===== config.mk =====
export PLATFORM = sky130hd
export DESIGN_NAME = led_blink_fade_controller
export DESIGN_NICKNAME = d
export VERILOG_FILES = /design/src/hw/rtl/lbf_pkg.sv /design/src/hw/rtl/led_blink_fade_controller.sv /design/src/hw/rtl/lbf_divider.sv
export SDC_FILE = /design/constraint.sdc
export NUM_CORES = 2
export LEC_CHECK = 0
export BUFFER_PORTS_ARGS = -buffer_cell sky130_fd_sc_hd__clkbuf_2
export CORE_AREA = 3 3 294 296
export CTS_CLUSTER_SIZE = 12
export DETAILED_ROUTE_END_ITERATION = 8
export DIE_AREA = 0 0 297 299
export PLACE_DENSITY = 0.76
export SLEW_MARGIN = 10
export SYNTH_ARGS = -nofsm -noshare
export SYNTH_HDL_FRONTEND = slang
export SYNTH_SLANG_ARGS = --single-unit

===== constraint.sdc =====
create_clock -name clk_i -period 31.8 [get_ports clk_i]
set_input_delay 4.77 -clock clk_i [delete_from_list [all_inputs] [get_ports clk_i]]
set_output_delay 4.77 -clock clk_i [all_outputs]
set_load 0.02 [all_outputs]

===== src/hw/rtl/lbf_pkg.sv =====
// ----------------------------------------------------------------------------
// LED blink/fade controller package
// Shared mode codes, pin write kinds and input command codes.
// ----------------------------------------------------------------------------
package lbf_pkg;

  // LED modes as reported on active_mode_o and pending_mode_o.
  localparam logic [3:0] M_OFF         = 4'd0;
  localparam logic [3:0] M_ON          = 4'd1;
  localparam logic [3:0] M_ON_DIM      = 4'd2;
  localparam logic [3:0] M_BLINK       = 4'd3;
  localparam logic [3:0] M_DIM_BLINK   = 4'd4;
  localparam logic [3:0] M_FADE_ON     = 4'd5;
  localparam logic [3:0] M_FADE_ON_DIM = 4'd6;
  localparam logic [3:0] M_FADE_OFF    = 4'd7;
  localparam logic [3:0] M_PULSE       = 4'd8;

  // Input command codes.
  localparam logic [3:0] C_TICK        = 4'd0;
  localparam logic [3:0] C_ON          = 4'd1;
  localparam logic [3:0] C_OFF         = 4'd2;
  localparam logic [3:0] C_ON_DIM      = 4'd3;
  localparam logic [3:0] C_BLINK       = 4'd4;
  localparam logic [3:0] C_DIM_BLINK   = 4'd5;
  localparam logic [3:0] C_FADE_ON     = 4'd6;
  localparam logic [3:0] C_FADE_ON_DIM = 4'd7;
  localparam logic [3:0] C_FADE_OFF    = 4'd8;
  localparam logic [3:0] C_PULSE       = 4'd9;

  // Pin write kinds.
  localparam logic [1:0] WK_NONE = 2'd0;
  localparam logic [1:0] WK_DIG  = 2'd1;
  localparam logic [1:0] WK_PWM  = 2'd2;

  // Configuration register indexes.
  localparam logic REG_OFF_POL = 1'b0;
  localparam logic REG_MAX_LVL = 1'b1;

  // Divider handshake.
  typedef struct packed {
    logic start;
    logic busy;
    logic done;
  } div_ctl_t;

endpackage


===== src/hw/rtl/led_blink_fade_controller.sv =====
// ----------------------------------------------------------------------------
// LED blink/fade controller
// Schedules LED modes and reports the pin write for every millisecond tick.
// ----------------------------------------------------------------------------
// Usage: the input channel (in_valid_i/in_ready_o) carries commands and ticks.
// A mode code of zero is a tick that advances the millisecond counter and runs
// the blink and fade services; other codes schedule a new mode. Every beat
// yields exactly one result beat on the output channel (out_valid_o/out_ready_i)
// reporting the pin write and the current and pending modes.
// Path from acceptance to out_valid_o: a command passes through S_CMD, a
// tick outside the fade modes through S_BASE and S_FADE, and a fading tick
// through S_BASE, S_FADE and S_DIV; with a zero ramp interval S_DIV gives
// the end level without dividing. A ramping tick waits in S_DIV for the
// serial ramp divider, which produces one quotient bit per cycle. One item
// is processed at a time: in_ready_o returns in the cycle after the result
// beat is taken, and while the receiver stalls the result is held and the
// block waits.
// Reset clears the counter and modes to off, levels to zero and 255 (the
// reset max level), intervals to DEFAULT_MS. Configuration writes (off
// polarity, max level) take effect at once and are meant to happen only while idle.
// ----------------------------------------------------------------------------
module led_blink_fade_controller #(
  parameter int TIME_BITS  = 32,
  parameter int LEVEL_BITS = 16,
  parameter int DEFAULT_MS = 500
) (
  input  logic        clk_i,
  input  logic        rst_ni,
  input  logic        cfg_we_i,
  input  logic        cfg_index_i,
  input  logic [15:0] cfg_data_i,
  input  logic        in_valid_i,
  output logic        in_ready_o,
  input  logic [3:0]  mode_i,
  input  logic [15:0] level_a_i,
  input  logic [15:0] level_b_i,
  input  logic [15:0] time_on_i,
  input  logic [15:0] time_off_i,
  input  logic [15:0] start_delay_i,
  output logic        out_valid_o,
  input  logic        out_ready_i,
  output logic [1:0]  write_kind_o,
  output logic        pin_bit_o,
  output logic [15:0] pwm_level_o,
  output logic [3:0]  active_mode_o,
  output logic [3:0]  pending_mode_o
);
  import lbf_pkg::*;

  localparam int TB = TIME_BITS;
  localparam int LB = LEVEL_BITS;
  localparam int NB = 16 + LB; // elapsed times span product width

  typedef enum logic [5:0] {
    S_IDLE  = 6'b000001,
    S_CMD   = 6'b000010,
    S_BASE  = 6'b000100,
    S_FADE  = 6'b001000,
    S_DIV   = 6'b010000,
    S_OUT   = 6'b100000
  } state_e;

  state_e state_q, state_d;

  // Configuration.
  logic          off_pol_q;
  logic [LB-1:0] max_q;

  // Controller state.
  logic [TB-1:0] now_q, sw_q, ph_q;
  logic [3:0]    cur_q, req_q;
  logic          bph_q, up_q;
  logic [LB-1:0] lo_q, hi_q, tgt_q;
  logic [15:0]   ton_q, toff_q;

  // Captured item and result.
  logic [3:0]    md_q;
  logic [LB-1:0] la_q, lb_q;
  logic [15:0]   tn_q, tf_q, dl_q;
  logic [1:0]    wk_q;
  logic          wb_q;
  logic [15:0]   wp_q;

  // Divider operands and ramp sequencing.
  logic [NB-1:0] div_quot;
  div_ctl_t      div_ctl;
  logic [NB-1:0] num_q;
  logic [15:0]   den_q;
  logic          go_q, kick_q;
  logic [TB-1:0] el_r, iv_r;
  logic          zero_iv;

  lbf_divider #(.NUM_BITS(NB), .DEN_BITS(16)) u_div (
    .clk_i   (clk_i),
    .rst_ni  (rst_ni),
    .start_i (kick_q),
    .num_i   (num_q),
    .den_i   (den_q),
    .ctl_o   (div_ctl),
    .quot_o  (div_quot)
  );

  function automatic logic fading(input logic [3:0] m);
    return (m == M_FADE_ON) || (m == M_FADE_ON_DIM) || (m == M_FADE_OFF) ||
           (m == M_PULSE);
  endfunction

  // Configuration write port.
  always_ff @(posedge clk_i or negedge rst_ni) begin
    if (!rst_ni) begin
      off_pol_q <= 1'b0;
      max_q     <= LB'(255);
    end else if (cfg_we_i) begin
      if (cfg_index_i == REG_OFF_POL) off_pol_q <= cfg_data_i[0];
      else                            max_q     <= cfg_data_i[LB-1:0];
    end
  end

  // Next-state values of the controller.
  logic [TB-1:0] now_d, sw_d, ph_d;
  logic [3:0]    cur_d, req_d;
  logic          bph_d, up_d;
  logic [LB-1:0] lo_d, hi_d, tgt_d;
  logic [15:0]   ton_d, toff_d;
  logic [1:0]    wk_d;
  logic          wb_d;
  logic [15:0]   wp_d;
  logic          ramp_go;

  // Helper values used in the combinational sequencer.
  logic          keeps;
  logic [TB-1:0] sched, lim;
  logic [LB-1:0] inv_a, fa, fb, hi_t, lo_t, ft;
  logic [LB:0]   span;
  logic          neg;
  logic [LB-1:0] amag;
  logic [LB-1:0] ramp_sum;

  assign keeps = (cur_q == M_PULSE) || (cur_q == M_DIM_BLINK) || (cur_q == M_ON_DIM);
  assign sched = now_q + TB'(dl_q);
  assign inv_a = max_q - la_q;

  // Ordered levels for dim blink and pulse.
  always_comb begin
    if ((la_q < lb_q && !off_pol_q) || (la_q > lb_q && off_pol_q)) begin
      fa = la_q;
      fb = lb_q;
    end else begin
      fa = lb_q;
      fb = la_q;
    end
  end

  assign span = {1'b0, hi_q} - {1'b0, lo_q};
  assign neg  = span[LB];
  assign amag = neg ? LB'(-span) : span[LB-1:0];
  assign ramp_sum = neg ? (lo_q - div_quot[LB-1:0]) : (lo_q + div_quot[LB-1:0]);

  // Ramp operands, computed from the registered state once S_FADE commits.
  always_comb begin
    iv_r = up_q ? TB'(ton_q) : TB'(toff_q);
    el_r = up_q ? (now_q - (ph_q - iv_r)) : (ph_q - now_q);
    if (el_r > iv_r) el_r = iv_r;
    zero_iv = (iv_r == '0);
  end

  always_comb begin
    state_d = state_q;
    now_d = now_q; sw_d = sw_q; ph_d = ph_q;
    cur_d = cur_q; req_d = req_q; bph_d = bph_q; up_d = up_q;
    lo_d = lo_q; hi_d = hi_q; tgt_d = tgt_q; ton_d = ton_q; toff_d = toff_q;
    wk_d = wk_q; wb_d = wb_q; wp_d = wp_q;
    ramp_go = 1'b0;
    lim = '0; hi_t = '0; lo_t = '0; ft = '0;
    case (state_q)
      S_IDLE: begin
        if (in_valid_i) begin
          wk_d = WK_NONE; wb_d = 1'b0; wp_d = '0;
          state_d = (mode_i == C_TICK) ? S_BASE : S_CMD;
          if (mode_i == C_TICK) now_d = now_q + TB'(1);
        end
      end
      S_CMD: begin
        state_d = S_OUT;
        case (md_q)
          C_ON: begin
            sw_d = sched; req_d = M_ON;
          end
          C_OFF: begin
            sw_d = sched; req_d = M_OFF;
          end
          C_ON_DIM: begin
            sw_d = sched; req_d = M_ON_DIM;
            hi_d = off_pol_q ? inv_a : la_q; lo_d = hi_d;
          end
          C_BLINK: begin
            sw_d = sched; req_d = M_BLINK;
            ton_d = off_pol_q ? tf_q : tn_q; toff_d = off_pol_q ? tn_q : tf_q;
          end
          C_DIM_BLINK, C_PULSE: begin
            sw_d = sched;
            ton_d = off_pol_q ? tf_q : tn_q; toff_d = off_pol_q ? tn_q : tf_q;
            lo_d = off_pol_q ? LB'(max_q - fa) : fa;
            hi_d = off_pol_q ? LB'(max_q - fb) : fb;
            req_d = (md_q == C_PULSE) ? M_PULSE : M_DIM_BLINK;
            if (md_q == C_PULSE && hi_d > max_q) hi_d = max_q;
          end
          C_FADE_ON: begin
            sw_d = sched;
            if (!keeps) begin
              ton_d = tn_q; lo_d = '0; hi_d = max_q;
            end
            if (cur_q != M_ON) req_d = M_FADE_ON;
          end
          C_FADE_ON_DIM, C_FADE_OFF: begin
            sw_d = sched;
            if (md_q == C_FADE_OFF || la_q == '0) begin
              if (!keeps) begin
                toff_d = tn_q; lo_d = '0; hi_d = max_q;
              end
              if (cur_q != M_OFF) req_d = M_FADE_OFF;
            end else begin
              ft = off_pol_q ? inv_a : la_q;
              tgt_d = ft;
              if (!keeps) begin
                ton_d = tn_q;
                lo_d = off_pol_q ? ft : '0;
                hi_d = off_pol_q ? max_q : ft;
              end
              if (cur_q != M_ON && cur_q != M_ON_DIM) req_d = M_FADE_ON_DIM;
            end
          end
          default: ;
        endcase
      end
      S_BASE: begin
        state_d = S_FADE;
        if (cur_q != req_q && sw_q <= now_q) begin
          case (req_q)
            M_OFF: begin
              wk_d = WK_DIG; wb_d = off_pol_q; cur_d = req_q;
            end
            M_ON: begin
              wk_d = WK_DIG; wb_d = !off_pol_q; cur_d = req_q;
            end
            M_BLINK, M_DIM_BLINK: begin
              bph_d = (cur_q == M_OFF) ? off_pol_q : !off_pol_q;
              ph_d = '0; cur_d = req_q;
            end
            M_ON_DIM: begin
              wk_d = WK_PWM; wp_d = 16'(off_pol_q ? lo_q : hi_q); cur_d = req_q;
            end
            default: ;
          endcase
        end
        if (cur_d == M_BLINK || cur_d == M_DIM_BLINK) begin
          lim = ph_d + TB'(bph_d ? ton_q : toff_q);
          if (now_q > lim) begin
            ph_d = now_q; bph_d = !bph_d;
            if (cur_d == M_BLINK) begin
              wk_d = WK_DIG; wb_d = bph_d; wp_d = '0;
            end else begin
              wk_d = WK_PWM; wb_d = 1'b0; wp_d = 16'(bph_d ? hi_q : lo_q);
            end
          end
        end
      end
      S_FADE: begin
        state_d = S_OUT;
        if (cur_q != req_q && sw_q <= now_q) begin
          if (fading(req_q) && !fading(cur_q)) begin
            ph_d = '0;
            up_d = (req_q == M_FADE_OFF || cur_q == M_ON || cur_q == M_ON_DIM) ?
                   !off_pol_q : off_pol_q;
          end
          cur_d = req_q;
        end
        if (fading(cur_d)) begin
          if (now_q > ph_d) begin
            up_d = !up_d;
            ph_d = now_q + TB'(up_d ? ton_q : toff_q);
            if (cur_d == M_FADE_ON || cur_d == M_FADE_ON_DIM) begin
              hi_t = (cur_d == M_FADE_ON_DIM) ? tgt_q : max_q;
              lo_t = (cur_d == M_FADE_ON_DIM) ? tgt_q : '0;
              if (up_d == !off_pol_q) begin
                if (!off_pol_q) hi_d = hi_t; else lo_d = lo_t;
              end else if (!off_pol_q) begin
                if (hi_q == hi_t) req_d = (cur_d == M_FADE_ON_DIM) ? M_ON_DIM : M_ON;
              end else if (lo_q == lo_t) begin
                req_d = (cur_d == M_FADE_ON_DIM) ? M_ON_DIM : M_ON;
              end
            end
            if (cur_d == M_FADE_OFF) begin
              if (up_d == off_pol_q) begin
                if (!off_pol_q) lo_d = '0; else hi_d = max_q;
              end else if (!off_pol_q) begin
                if (lo_q == '0) req_d = M_OFF;
              end else if (hi_q == max_q) begin
                req_d = M_OFF;
              end
            end
          end
          // Ramp set-up; the levels are read after this tick's updates.
          state_d = S_DIV;
          wk_d = WK_PWM; wb_d = 1'b0;
          ramp_go = 1'b1;
        end
      end
      S_DIV: begin
        // A zero interval gives the end level without dividing.
        if (go_q && zero_iv) begin
          wp_d = 16'(up_q ? hi_q : lo_q);
          state_d = S_OUT;
        end else if (div_ctl.done) begin
          wp_d = 16'(ramp_sum);
          state_d = S_OUT;
        end
      end
      S_OUT: begin
        if (out_ready_i) state_d = S_IDLE;
      end
      default: state_d = S_IDLE;
    endcase
  end

  // Sequencer and controller state. The product is latched in the first
  // divide cycle and the divider is kicked in the next one.
  always_ff @(posedge clk_i or negedge rst_ni) begin
    if (!rst_ni) begin
      state_q <= S_IDLE;
      go_q <= 1'b0;
      kick_q <= 1'b0;
      now_q <= '0; sw_q <= '0; ph_q <= '0;
      cur_q <= M_OFF; req_q <= M_OFF; bph_q <= 1'b0; up_q <= 1'b0;
      lo_q <= '0; hi_q <= LB'(255); tgt_q <= '0;
      ton_q <= 16'(DEFAULT_MS); toff_q <= 16'(DEFAULT_MS);
      wk_q <= WK_NONE; wb_q <= 1'b0; wp_q <= '0;
    end else begin
      state_q <= state_d;
      go_q <= ramp_go;
      kick_q <= go_q && !zero_iv;
      now_q <= now_d; sw_q <= sw_d; ph_q <= ph_d;
      cur_q <= cur_d; req_q <= req_d; bph_q <= bph_d; up_q <= up_d;
      lo_q <= lo_d; hi_q <= hi_d; tgt_q <= tgt_d;
      ton_q <= ton_d; toff_q <= toff_d;
      wk_q <= wk_d; wb_q <= wb_d; wp_q <= wp_d;
    end
  end

  // Item capture and the registered product; elapsed time is at most the
  // 16-bit interval after saturation.
  always_ff @(posedge clk_i) begin
    if (state_q == S_IDLE && in_valid_i) begin
      md_q <= mode_i;
      la_q <= level_a_i[LB-1:0]; lb_q <= level_b_i[LB-1:0];
      tn_q <= time_on_i; tf_q <= time_off_i; dl_q <= start_delay_i;
    end
    if (go_q) begin
      num_q <= NB'(el_r[15:0]) * NB'(amag);
      den_q <= iv_r[15:0];
    end
  end

  assign in_ready_o     = (state_q == S_IDLE);
  assign out_valid_o    = (state_q == S_OUT);
  assign write_kind_o   = wk_q;
  assign pin_bit_o      = wb_q;
  assign pwm_level_o    = wp_q;
  assign active_mode_o  = cur_q;
  assign pending_mode_o = req_q;

endmodule


===== src/hw/rtl/lbf_divider.sv =====
// ----------------------------------------------------------------------------
// LED blink/fade ramp divider
// Restoring shift-subtract divider, one quotient bit per cycle.
// ----------------------------------------------------------------------------
module lbf_divider #(
  parameter int NUM_BITS = 32,
  parameter int DEN_BITS = 16
) (
  input  logic                clk_i,
  input  logic                rst_ni,
  input  logic                start_i,
  input  logic [NUM_BITS-1:0] num_i,
  input  logic [DEN_BITS-1:0] den_i,
  output lbf_pkg::div_ctl_t   ctl_o,
  output logic [NUM_BITS-1:0] quot_o
);
  import lbf_pkg::*;

  localparam int CntBits = $clog2(NUM_BITS + 1);

  logic [NUM_BITS-1:0] quot_q, quot_d;
  logic [DEN_BITS:0]   rem_q, rem_d;
  logic [DEN_BITS-1:0] den_q, den_d;
  logic [CntBits-1:0]  cnt_q, cnt_d;
  logic                busy_q, busy_d, done_q, done_d;
  logic [DEN_BITS:0]   trial;

  // One restoring step per cycle, quotient shifted in from the right.
  always_comb begin
    quot_d = quot_q;
    rem_d  = rem_q;
    den_d  = den_q;
    cnt_d  = cnt_q;
    busy_d = busy_q;
    done_d = 1'b0;
    trial  = {rem_q[DEN_BITS-1:0], quot_q[NUM_BITS-1]};
    if (start_i) begin
      quot_d = num_i;
      rem_d  = '0;
      den_d  = den_i;
      cnt_d  = CntBits'(NUM_BITS);
      busy_d = 1'b1;
    end else if (busy_q) begin
      if (trial >= {1'b0, den_q}) begin
        rem_d  = trial - {1'b0, den_q};
        quot_d = {quot_q[NUM_BITS-2:0], 1'b1};
      end else begin
        rem_d  = trial;
        quot_d = {quot_q[NUM_BITS-2:0], 1'b0};
      end
      cnt_d = cnt_q - CntBits'(1);
      if (cnt_q == CntBits'(1)) begin
        busy_d = 1'b0;
        done_d = 1'b1;
      end
    end
  end

  always_ff @(posedge clk_i or negedge rst_ni) begin
    if (!rst_ni) begin
      busy_q <= 1'b0;
      done_q <= 1'b0;
      cnt_q  <= '0;
    end else begin
      busy_q <= busy_d;
      done_q <= done_d;
      cnt_q  <= cnt_d;
    end
  end

  always_ff @(posedge clk_i) begin
    quot_q <= quot_d;
    rem_q  <= rem_d;
    den_q  <= den_d;
  end

  assign ctl_o.start = start_i;
  assign ctl_o.busy  = busy_q;
  assign ctl_o.done  = done_q;
  assign quot_o      = quot_q;

endmodule

### Word level (Yosys, flattened, before mapping)

Index checks and enable logic that the tools add are counted.
W data, S select, Z words.

* bitwise operators: 2
* multiplexer cells: 149
* eq/ne operators: 59
* reduce and logical (&&, ||, !) cells: 63
* $add $sub $neg: 16
* multipliers: 1
* magnitude comparators: 8

Operators with widths (count)
* $mux W16: 56
* $mux W32: 13
* $pmux W16 S4: 2
* $add A32 B16 Y32: 3
* $pmux W16 S2: 3
* $pmux W16 S3: 2
* $mux W4: 22
* $sub A16 B16 Y16: 5
* $eq A4 B3 Y1 const B: 16
* $gt A32 B32 Y1: 2
* $pmux W32 S2: 1
* $sub A32 B32 Y32: 2
* $eq A16 B16 Y1: 3
* $mux W6: 7
* $pmux W6 S6: 1
* $add A32 B1 Y32 const B: 1
* $gt A16 B16 Y1: 2
* $gt A32 B16 Y1: 1
* $le A32 B32 Y1: 1
* $logic_not A16 Y1: 2
* $logic_not A32 Y1: 1
* $mul A16 B16 Y32: 1
* $sub A32 B16 Y32: 1
* $pmux W4 S7: 1
* other kinds (51): 149

* input port bits: 106
* register bits: 434
* output and inout port bits: 29

### Logic depth before layout (Yosys ltp)

* word-level depth: 20
* mapped depth: 56
* depth with buffers taken out: 53

### By module

A second synthesis with hierarchy kept.

* cells, all modules: 5923
* area total of the unflattened synthesis: 50957.6 um2

By module, submodules not included
* led_blink_fade_controller: instances 1, cells each 5607, area an instance 47206.5 um2, sequential area each 9755.6 um2
* lbf_divider: instances 1, cells each 316, area an instance 3751.1 um2, sequential area each 1961.9 um2

### Worst setup path after synthesis

Ideal clock, no wire load.

* kind: reg-to-reg
* start: reg up_q
* end: reg num_q[31] (data pin)
* slack: 19566 ps
* cell stages (with the launch flop): 51
* arrival time: 11974 ps
* period minus slack after synthesis: 12234 ps
* cells stage by stage: dfrtp_1 -> clkbuf_1 -> clkbuf_1 -> mux2i_1 -> fa_1 -> inv_1 -> ha_1 -> a211oi_1 -> o21a_1 -> o21ai_0 -> nand3_1 -> nand2_1 -> a21o_1 -> a21oi_1 -> xnor2_1 -> nand2_1 -> o21ai_0 -> ha_1 -> (+15 left out) -> inv_1 -> fa_1 -> inv_1 -> fa_1 -> inv_1 -> ha_1 -> nand2_1 -> nor2_1 -> a221o_1 -> nand2_1 -> o21a_1 -> o31ai_1 -> o41a_1 -> a221o_1 -> or4_1 -> a31o_2 -> a21oi_1 -> xnor2_1

* longest elaborated chain between the ends: 7

Ends and longest elaborated chain
* start: declaration: RTL line led_blink_fade_controller.sv:72 `logic bph_q, up_q;`
* start signal: assignment: RTL line led_blink_fade_controller.sv:343 `cur_q <= cur_d; req_q <= req_d; bph_q <= bph_d; up_q <= up_d;`
* $mux W16: RTL line led_blink_fade_controller.sv:161 `iv_r = up_q ? TB'(ton_q) : TB'(toff_q);`
* $sub A32 B16 Y32: RTL line led_blink_fade_controller.sv:162 `el_r = up_q ? (now_q - (ph_q - iv_r)) : (ph_q - now_q);`
* $sub A32 B32 Y32: RTL line led_blink_fade_controller.sv:162
* $mux W32: RTL line led_blink_fade_controller.sv:162
* $gt A32 B16 Y1: RTL line led_blink_fade_controller.sv:163 `if (el_r > iv_r) el_r = iv_r;`
* $mux W16 *: RTL line led_blink_fade_controller.sv:163
* $mul A16 B16 Y32 *: RTL line led_blink_fade_controller.sv:359 `num_q <= NB'(el_r[15:0]) * NB'(amag);`
* end signal: assignment: RTL line led_blink_fade_controller.sv:359
* end: declaration: RTL line led_blink_fade_controller.sv:87 `logic [NB-1:0] num_q;`

Mark *: on every way between the ends. The rest lies on a longest branch, timed or not.
A chain may end at the register's enable or synchronous reset.

### Final worst setup path

Same ends and word-level chain as after synthesis.

==> results_dict.tcl <==
set metrics [dict create \
    num-fill-cells 7402 \
    cts-root-buf "clkbuf_16" \
    cpPeakStageDelay_ps 860 \
    die_area_um2 88800 \
    arrival_ps 14590 \
    fin_ws_ps 17600 \
    htree_levels 2 \
    ys_types 96 \
    die_y_um 299 \
    max_cap_viol_count 0 \
    overflow 0 \
    via_count 40100 \
    yosysMostFrequentCell "nand2_1" \
    core-area_um2 83800 \
    status "finished, final reports clean" \
    syn_nets 6131 \
    antenna_found_initial 4 \
    ant_nets 0 \
    max-slew-margin-rel_pct 20.1 \
    place.port_buffers 134 \
    avgRoutedWirePerCell_um 20.9 \
    wl_um 136000 \
    clock_sinks 434 \
    drive_gt1_share_pct 9.01 \
    timing.final.crit_share_pct 44.7 \
    yosysTopAreaCell "ha_1" \
    grt_max_degree 101 \
    firstDrtPassIters 6 \
    cts_buffer_depth 3 \
    gp_congestion 1.02 \
    pre_cts_ws_ps 17790 \
    clock_latency_ps 670 \
    area_growth_syn_to_layout_pct 7.46 \
    ys_seq_elements 434 \
    cp-startpoint "up_q" \
    min_path_cells 0 \
    path_clk_slew_ps 60 \
    crit_slowest_cell "mux2i_2" \
    grt_pass1_vias 39300 \
    crit_top_cell "fa_1" \
    dr.first_iter.drc_count 3351 \
    drc 0 \
    grt_usage_pct 30.2 \
    min_from "den_q[1]" \
    rows 106 \
    required_ps 32190 \
    synth_area_leaders "ha_1, edfxtp_1, dfrtp_1" \
    clock_skew_ps 43.9 \
    ys.flop_type "dfrtp_1" \
    timing.rr.start "up_q" \
    rsz0062_at_grt "false" \
    critPathCaptureType "flop" \
    ioPinCount 135 \
    yosys.area.top_type_share_pct 12.8 \
    postCtsSetupBuffers 0 \
    period_minus_slack_ps 14200 \
    seqCellArea_um2 11700 \
    die_w_um 297 \
    dp_hpwl_um 106000 \
    cts_resized 0 \
    setup_viol 0 \
    yosysSeqAreaShare_pct 25.5 \
    grt_pass1_wl_um 215000 \
    synthesis.area_um2 46000 \
    min_path_type "reg -> reg" \
    synth_edf_count 180 \
    async_flop_share_pct 54.8 \
    ys_top_cells_by_count "nand2_1, inv_1, ha_1" \
    cts_tree "yes" \
    hold_viol 0 \
    slew_violations 0 \
    fin_nets 6134 \
    start_util_pct 54.9 \
    yosysWarnings 0 \
    vias_per_cell 6.15 \
    crit_fanout 64 \
    reg2reg_depth 51 \
    cts_hold_buf 0 \
    crit_type "reg -> reg" \
    setup_tns_ps 0 \
    crit_path_start_kind "flop" \
    syn_inst 5334 \
    worst_slew_pin_slew_ps 1190 \
    fmax_ghz 0.0704 \
    cts_made_buffers 53 \
    multi_input_area_um2 31600 \
    syn_area_per_cell_um2 8.63 \
]
[worst max-delay path: cells and delay by family (launching register included)]
| kind | cells | cell delay (ps) |
|---|---|---|
| AO/OA/AOI/OAI | 23 | 5440 |
| adder cells (fa/ha/maj) | 11 | 4310 |
| multiplexers | 2 | 1370 |
| XOR/XNOR | 2 | 210 |
| AND/OR/NAND/NOR | 8 | 1250 |
| buffers and inverters | 5 | 930 |
| flip-flops | 1 | 370 |
[per-layer routing]
layer | vias up | global-route usage (%) | share of wire (%)
met5 | - | 0 | 0.0088
met4 | 2 | 16.2 | 6.3
met3 | 478 | 4.78 | 7.4
met2 | 1733 | 50.6 | 47
met1 | 19100 | 37.6 | 40
li1 | 18700 | - | -
[logic make-up (layout without fill, tap and decap cells)]
logic type	Yosys count	after routing	share of synthesized area, %
muxes	235	235	5.42
AOI/OAI and AO/OA	1299	1299	17.9
adders and majority gates	691	691	22.4
and+or+nand+nor	1605	1605	16.3
buffers and inverters	735	782	6.14
other	0	2	0
DFF	434	434	25.5
xor gates and xnor gates	335	335	6.38
[placed cells by master (no fill, tap or decap), types with 180 or more instances in the layout]
master      n
a21oi_1   392
ha_1      471
dfrtp_1   205
o21ai_0   331
xnor2_1   235
edfxtp_1  180
inv_1     492
nor2_1    434
fa_1      220
nand2_1   520
[final timing paths]
check,end,slack (ps)
worst max register to register,num_q[31],17600
worst min register to register,u_div.den_q[1],410
worst min-delay path,u_div.den_q[1],410
worst max-delay path,num_q[31],17600
max in group asynchronous,sw_q[16],26000
min in group asynchronous,max_q[10],4170
[sequential cells by signal, summed over array words and instances, names as in the netlist, 32 cells and up]
signal	count
now_q	32
sw_q	32
ph_q	32
u_div.quot_o	32
num_q	32
[per-stage QoR]
step | cell area (um^2) | hold WS (ps) | cells | utilization, %
2_1_floorplan | 46000 | 400 | 5334 | -
3_3_place_gp | 47700 | 404 | 6416 | 56.9
3_5_place_dp | 47700 | 405 | 6416 | 56.9
4_1_cts | 49400 | 410 | 6515 | 59.0
5_1_grt | 49400 | 423 | 6515 | 59.0
6_report | 49400 | 411 | 6517 | 59.0
[layout make-up]
| class | count | share of cell area, % |
|---|---|---|
| Sequential cell | 434 | 23.7 |
| Tap cell | 1134 | 2.87 |
| Inverter | 494 | 3.75 |
| Clock inverter | 26 | 0.582 |
| Multi-Input combinational cell | 4165 | 63.9 |
| Timing Repair Buffer | 189 | 2.21 |
| Antenna cell | 2 | 0.0101 |
| Clock buffer | 73 | 2.98 |
Power is left out: the tool's default activity adds up to more than one toggle a clock period on the data nets, which glitch-free logic cannot reach.
